`src/rtl/ias_instruction_executor_top_macros.svh`:
```
// Assertion macros shared by the executor RTL.
`ifndef IAS_INSTRUCTION_EXECUTOR_TOP_MACROS_SVH
`define IAS_INSTRUCTION_EXECUTOR_TOP_MACROS_SVH

// Implication checked on every clock edge outside reset.
`define IAS_ASSERT_IMP(label, ante, cons) \
  label: assert property (@(posedge clk) disable iff (!rst_n) (ante) |-> (cons)) \
    else $error("assertion failed");

// Implication whose consequent is checked in the cycle after the antecedent.
`define IAS_ASSERT_NEXT(label, ante, cons) \
  label: assert property (@(posedge clk) disable iff (!rst_n) (ante) |=> (cons)) \
    else $error("assertion failed");

`endif

```
`src/rtl/ias_pkg.sv`:
```
// ----------------------------------------------------------------------------
// IAS executor package
// Shared word types, kind codes, opcodes and status codes.
// ----------------------------------------------------------------------------
package ias_pkg;

  localparam int WordW = 40;
  localparam int AddrW = 12;

  typedef logic [WordW-1:0] word_t;

  typedef enum logic [1:0] {
    KIND_EXEC  = 2'd0,
    KIND_WRITE = 2'd1,
    KIND_READ  = 2'd2,
    KIND_SPARE = 2'd3
  } kind_t;

  localparam logic [7:0] OP_LOAD     = 8'h01;
  localparam logic [7:0] OP_LOADNEG  = 8'h02;
  localparam logic [7:0] OP_LOADABS  = 8'h03;
  localparam logic [7:0] OP_LOADNABS = 8'h04;
  localparam logic [7:0] OP_ADD      = 8'h05;
  localparam logic [7:0] OP_ADDABS   = 8'h07;
  localparam logic [7:0] OP_SUBABS   = 8'h08;
  localparam logic [7:0] OP_LOADMQM  = 8'h09;
  localparam logic [7:0] OP_LOADMQ   = 8'h0A;
  localparam logic [7:0] OP_MUL      = 8'h0B;
  localparam logic [7:0] OP_DIV      = 8'h0C;
  localparam logic [7:0] OP_JUMPA    = 8'h0D;
  localparam logic [7:0] OP_JUMPB    = 8'h0E;
  localparam logic [7:0] OP_JUMPC    = 8'h0F;
  localparam logic [7:0] OP_STORFLD  = 8'h12;
  localparam logic [7:0] OP_LSH      = 8'h14;
  localparam logic [7:0] OP_RSH      = 8'h15;
  localparam logic [7:0] OP_STOR     = 8'h21;
  localparam logic [7:0] OP_SUB      = 8'h26;

  localparam logic [2:0] ST_OK      = 3'd0;
  localparam logic [2:0] ST_DIVZERO = 3'd1;
  localparam logic [2:0] ST_UNKNOWN = 3'd2;
  localparam logic [2:0] ST_JUMP    = 3'd3;
  localparam logic [2:0] ST_BADADDR = 3'd4;

  typedef struct packed {
    logic [1:0]       kind;
    logic [7:0]       opcode;
    logic [AddrW-1:0] address;
    word_t            write_value;
  } in_word_t;

  typedef struct packed {
    word_t      acc_value;
    word_t      mq_value;
    word_t      mem_word;
    logic [2:0] status;
  } out_word_t;

  // Request to the shift-and-add / restoring-divide unit.
  typedef struct packed {
    logic  start;
    logic  is_div;
    word_t a;
    word_t b;
  } arith_req_t;

  typedef struct packed {
    logic  done;
    word_t hi;
    word_t lo;
  } arith_rsp_t;

endpackage

```
`src/rtl/ias_arith.sv`:
```
// ----------------------------------------------------------------------------
// IAS multiply/divide unit
// Bit-serial unsigned 40x40 multiply and 40/40 restoring divide.
// ----------------------------------------------------------------------------
module ias_arith (
  input  logic               clk,
  input  logic               rst_n,
  input  ias_pkg::arith_req_t req,
  output ias_pkg::arith_rsp_t rsp
);
  import ias_pkg::*;

  localparam int CntW = $clog2(WordW + 1);

  logic            busy_r, busy_nxt;
  logic            div_r;
  logic [CntW-1:0] cnt_r;
  word_t           hi_r, lo_r, b_r;
  logic            done_r;
  logic [WordW:0]  madd;
  logic [WordW:0]  rem_sh;
  logic [WordW:0]  rem_sub;

  always_comb begin
    madd    = {1'b0, hi_r} + (lo_r[0] ? {1'b0, b_r} : '0);
    rem_sh  = {hi_r, lo_r[WordW-1]};
    rem_sub = rem_sh - {1'b0, b_r};
    busy_nxt = busy_r;
    if (req.start) begin
      busy_nxt = 1'b1;
    end else if (busy_r && cnt_r == CntW'(WordW - 1)) begin
      busy_nxt = 1'b0;
    end
  end

  always_ff @(posedge clk) begin
    if (!rst_n) begin
      busy_r <= 1'b0;
      done_r <= 1'b0;
      cnt_r  <= '0;
    end else begin
      busy_r <= busy_nxt;
      done_r <= busy_r && !req.start && cnt_r == CntW'(WordW - 1);
      if (req.start) begin
        cnt_r <= '0;
      end else if (busy_r) begin
        cnt_r <= cnt_r + 1'b1;
      end
    end
  end

  always_ff @(posedge clk) begin
    if (req.start) begin
      div_r <= req.is_div;
      b_r   <= req.b;
      hi_r  <= '0;
      lo_r  <= req.a;
    end else if (busy_r) begin
      if (!div_r) begin
        hi_r <= madd[WordW:1];
        lo_r <= {madd[0], lo_r[WordW-1:1]};
      end else if (!rem_sub[WordW]) begin
        hi_r <= rem_sub[WordW-1:0];
        lo_r <= {lo_r[WordW-2:0], 1'b1};
      end else begin
        hi_r <= rem_sh[WordW-1:0];
        lo_r <= {lo_r[WordW-2:0], 1'b0};
      end
    end
  end

  assign rsp.done = done_r;
  assign rsp.hi   = hi_r;
  assign rsp.lo   = lo_r;

  `include "ias_instruction_executor_top_macros.svh"

  `IAS_ASSERT_NEXT(a_done_ends_busy, rsp.done, !busy_r || req.start)
  `IAS_ASSERT_IMP(a_done_after_busy, rsp.done, $past(busy_r))
  `IAS_ASSERT_IMP(a_cnt_range, busy_r, cnt_r < CntW'(WordW))

endmodule

```
`config.mk`:
```
export PLATFORM = sky130hd
export DESIGN_NAME = ias_arith
export DESIGN_NICKNAME = d
export VERILOG_FILES = /design/src/rtl/ias_pkg.sv /design/src/rtl/ias_arith.sv
export VERILOG_INCLUDE_DIRS = /design/src /design/src/rtl
export SDC_FILE = /design/constraint.sdc
export NUM_CORES = 1
export LEC_CHECK = 0
export BUFFER_PORTS_ARGS = -buffer_cell sky130_fd_sc_hd__buf_2
export CORE_MARGIN = 8
export CORE_UTILIZATION = 40
export CTS_CLUSTER_DIAMETER = 50
export CTS_CLUSTER_SIZE = 16
export DETAILED_ROUTE_END_ITERATION = 8
export GPL_TIMING_DRIVEN = 1
export PLACE_DENSITY_LB_ADDON = 0.3
export SLEW_MARGIN = 40
export SYNTH_ARGS = -nofsm -noshare
export SYNTH_HDL_FRONTEND = slang
export SYNTH_SLANG_ARGS = --single-unit
```
`constraint.sdc`:
```
create_clock -name clk -period 6.15 [get_ports clk]
set_input_delay 0.9225 -clock clk [delete_from_list [all_inputs] [get_ports clk]]
set_output_delay 0.9225 -clock clk [all_outputs]
set_load 0.02 [all_outputs]
```
==> out/metrics.csv <==
stage,metric,value,unit
yosys,main combinational cell family by area after synthesis,compound AO/OA/AOI/OAI gates,
worst_setup_path,crit start category,flop,
timing,Pins Over Slew Limit,0,
hold_path,hold path depth,2,
placement,dpl cells,1654,
yosys,post-synth top area cell,edfxtp_1,
worst_setup_path,worst r2r src,lo_r[0],
yosys,Post-synth EDFFs,81,
placement,GPL Wtd Cong,0.9014,
floorplan,area of the die,0.03161,mm²
worst_setup_path,Setup Crit Path Kind,reg -> reg,
cells_and_area,Area Growth Syn to Fin,15.44,%
grt,first-pass GRT wire length,48800,µm
hold_path,Min-Delay Path Class,reg -> reg,
cells_and_area,fillcell total,2539,
worst_setup_path,CP Max Fanout,23,
timing,Clock Skew,0.01416,ns
yosys,xor and xnor area share after synthesis,6.106,%
hold_path,Min-Delay Endpoint,cnt_r[5],
yosys,Yosys warning count,0,
timing,worst slew pin tran,0.7726,ns
worst_setup_path,CP peak stage delay,0.70,ns
timing,RSZ-0062 raised after global routing,no,
placement,PortBufs,164,
worst_setup_path,Critical Path AT,4.88,ns
grt,met2 Track Usage GR,32.09,%
cells_and_area,Storage cell area,0.003393,mm²
clock_tree,# resized after CTS,0,
yosys,"Seq/Total Area, Yosys",32.41,%
power_and_ir_drop,Seq pwr share,35.4,%
clock_tree,CTS tree,yes,
power_and_ir_drop,PwrDens,254.0,mW/mm²
worst_setup_path,worst reg2reg path endpoint,hi_r[38],
placement,dpl cell area,0.01147,mm²
power_and_ir_drop,share of total power in the clock network,34.9,%
hold_path,hold wc startpoint,cnt_r[5],
route,vias per cell,5.582,
yosys,mux cell area share after synthesis,7.850,%
yosys,synthesized flop and latch total,129,
cells_and_area,nets,1505,
clock_tree,Clock H-tree levels,4,
yosys,syn_area_per_cell,8.625,µm²
worst_setup_path,CP Capture Type,flop,
cells_and_area,fin area,0.01209,mm²
worst_setup_path,crit-path cells,and2_1 > ha_1 > a211oi_1 > o21ai_1 > a31oi_1 > o21bai_1 > a31oi_1 > o21ai_1 > a311oi_1 > o31ai_1 > mux2i_1 > a2111oi_1,
floorplan,Die Span Y,177.8,µm
power_and_ir_drop,Comb power frac,29.7,%
route,final wirelength,30390,µm
route,Routed wire per std cell,18.01,µm
yosys,area share of the largest cell type after synthesis,23.23,%
worst_setup_path,cell family with most CP delay,compound AO/OA/AOI/OAI gates,
worst_setup_path,Worst Path Required,6.46,ns
yosys,compound-cell area share of the yosys netlist,22.94,%
power_and_ir_drop,Peak VDD IR,0.0001833,V
cells_and_area,final std cells w/o fill,1687,
power_and_ir_drop,Net Sw Frac,36.26,%
yosys,largest cells by area after synthesis,"edfxtp_1 23%, ha_1 9.7%, dfxtp_1 9.2%, mux2i_1 6.0%, a21oi_1 5.2%",
cells_and_area,Multi-input gate area,0.006518,mm²
clock_tree,register clock-pin slew on the reported worst setup and hold paths,0.07,ns
timing,endpoints failing setup,0,
yosys,Synth Area in Adders,10.06,%
timing,Final Critical Period,4.563,ns
clock_tree,postcts setup bufs,0,
outcome,outcome,"finished, final reports clean",
grt,met1 GRT Util,23.80,%
grt,vias in the first global route,9402,
floorplan,Core ar.,0.02591,mm²
grt,initial antenna violation count,2,
route,DRT Pass-1 Iters,5,
yosys,Synth Area in Simple Gates,15.08,%
yosys,"Async S/R FF share, synth",0,%
timing,Max Clk Rate,0.2192,GHz
worst_setup_path,"Slowest-stage cell, CP",edfxtp_1,
grt,met3 Track Usage GR,5.596,%
placement,hpwl dp,23020,µm
clock_tree,total CTS buffers,17,
power_and_ir_drop,sw power,0.001113,W
flow_run,maxcap violations,0,
clock_tree,hold buffer count at cts,0,
clock_tree,Max clock buf depth,2,
clock_tree,Clock Latency Late Sink,0.44,ns
yosys,Main synth FF type,edfxtp_1,
clock_tree,clk sinks,129,
yosys,Post-Syn Area,0.01047,mm²
grt,gr busiest metal,met2,
cells_and_area,layout cell share with drive strength beyond 1,17.47,%
timing,Sum Neg Setup Slack,0,ns
route,residual DRC count,0,
floorplan,Rows,59,
timing,endpoints failing hold,0,
route,post-route ant nets,0,
power_and_ir_drop,Leak Pwr,5.468,nW
yosys,Cells after Synth,1214,
route,via count,9416,
grt,pin count of the biggest net entering global routing,107,
worst_setup_path,worst reg2reg path depth,12,
timing,Max-slew headroom,48.37,%
worst_setup_path,slack of the worst reg-to-reg path,1.59,ns
grt,total gr overflow,0,
floorplan,Initial Util,40.41,%
route,DRT iter0 DRCs,595,
cells_and_area,final cell utilization of the core,46.65,%
clock_tree,root buffer selected by CTS,clkbuf_16,
yosys,Post-Syn Nets,1381,
floorplan,Die W,177.8,µm
yosys,Synth cell types,71,
worst_setup_path,worst path bufs/invs,0,
floorplan,I/O Pins,165,
timing,crit share post-route,74.19,%
grt,GRT Overall Usage,19.20,%
power_and_ir_drop,Pint,0.001957,W
## final cells by class
class / count / share of cell area, %
flip-flops and latches: 129 / 28.07
clock inverters: 15 / 1.522
well taps: 335 / 3.468
diodes: 1 / 0.02070
clock buffers: 17 / 3.519
inverters: 61 / 1.894
repair buffers: 175 / 7.587
multi-input cells: 954 / 53.92
## synth_stat cells (all sizes together) (3+ instances only)
cell	count
a21o	39
or3	3
o31ai	5
a2111oi	3
o21ai	120
nor4	3
dfxtp	48
o211ai	5
and3	3
o221ai	6
xnor2	45
edfxtp	81
nand4	29
buf	15
a311oi	4
nor3	18
a22oi	8
nand2	116
o21bai	21
a221oi	5
mux2	17
clkbuf	52
a211oi	13
xor2	28
ha	81
nand3	12
nor2b	5
a31oi	14
inv	61
and2	44
a21oi	110
a211o	4
mux2i	63
nor2	82
nand2b	16
o21a	11
## per-stage QoR
stage          hold slack (ns)  worst slack [ns]  power (W)
2_1_floorplan           0.4566             2.658   0.001763
3_3_place_gp            0.4677             1.837   0.002003
3_5_place_dp            0.4875             1.660   0.002015
4_1_cts                 0.4984             1.622   0.003098
5_1_grt                 0.5315             1.194   0.003235
6_report                0.4947             1.587   0.003071
## power by group through the flow
stage          Sequential [W]  Clock [W]  Combinational [W]
4_1_cts               0.00109    0.00109           0.000914
5_1_grt               0.00110    0.00112            0.00101
2_1_floorplan         0.00114          0           0.000621
6_report              0.00109    0.00107           0.000912
3_5_place_dp          0.00111          0           0.000909
3_3_place_gp          0.00111          0           0.000897
## sequential cells by signal, summed over array words and instances, names as in the netlist
register,flops
b_r,40
busy_r,1
cnt_r,6
div_r,1
done_r,1
hi_r,40
lo_r,40
## how the worst max path moves through the flow
stage             from       end  cells after the start
2_1_floorplan  lo_r[0]  hi_r[38]                     13
3_3_place_gp   lo_r[0]  hi_r[38]                     12
3_5_place_dp   lo_r[0]  hi_r[38]                     12
4_1_cts        lo_r[0]  hi_r[38]                     12
5_1_grt        lo_r[0]  hi_r[38]                     12
6_report       lo_r[0]  hi_r[38]                     12
## placed cells by master (no fill, tap or decap), drive strengths merged, types with 6 or more instances in the layout
| cell type | Yosys | routed |
|---|---|---|
| buf | 15 | 175 |
| o21ai | 120 | 120 |
| nand2 | 116 | 116 |
| a21oi | 110 | 110 |
| nor2 | 82 | 82 |
| ha | 81 | 81 |
| edfxtp | 81 | 81 |
| inv | 61 | 71 |
| mux2i | 63 | 63 |
| dfxtp | 48 | 48 |
| xnor2 | 45 | 45 |
| and2 | 44 | 44 |
| a21o | 39 | 39 |
| nand4 | 29 | 29 |
| xor2 | 28 | 28 |
| o21bai | 21 | 21 |
| nor3 | 18 | 18 |
| clkbuf | 52 | 17 |
| mux2 | 17 | 17 |
| nand2b | 16 | 16 |
| a31oi | 14 | 14 |
| a211oi | 13 | 13 |
| nand3 | 12 | 12 |
| o21a | 11 | 11 |
| a22oi | 8 | 8 |
| o221ai | 6 | 6 |
## worst register-to-register path, cell delays in order, from the launching register on
cell and delay (ns):
edfxtp_1 0.70, and2_1 0.26, ha_1 0.26, a211oi_1 0.33, o21ai_1 0.13, a31oi_1 0.42, o21bai_1 0.26, a31oi_1 0.48
o21ai_1 0.22, a311oi_1 0.66, o31ai_1 0.22, mux2i_1 0.15, a2111oi_1 0.35
## cell families (layout without fill, tap and decap cells)
logic type / after synthesis / after routing
other cells: 0 / 1
buf+inv: 131 / 268
flops: 129 / 129
fa+ha+maj: 83 / 83
xor+xnor: 73 / 73
simple gates: 336 / 336
mux: 80 / 80
compound gates: 382 / 382
## metal layers
layer  up-vias  part of all wire (%)
li1       4646                     -
met1      4437                    44
met2       293                    47
met3        38                   7.1
met4         2                   1.5
met5         -                 0.043
(Power assumes the default switching activity.)
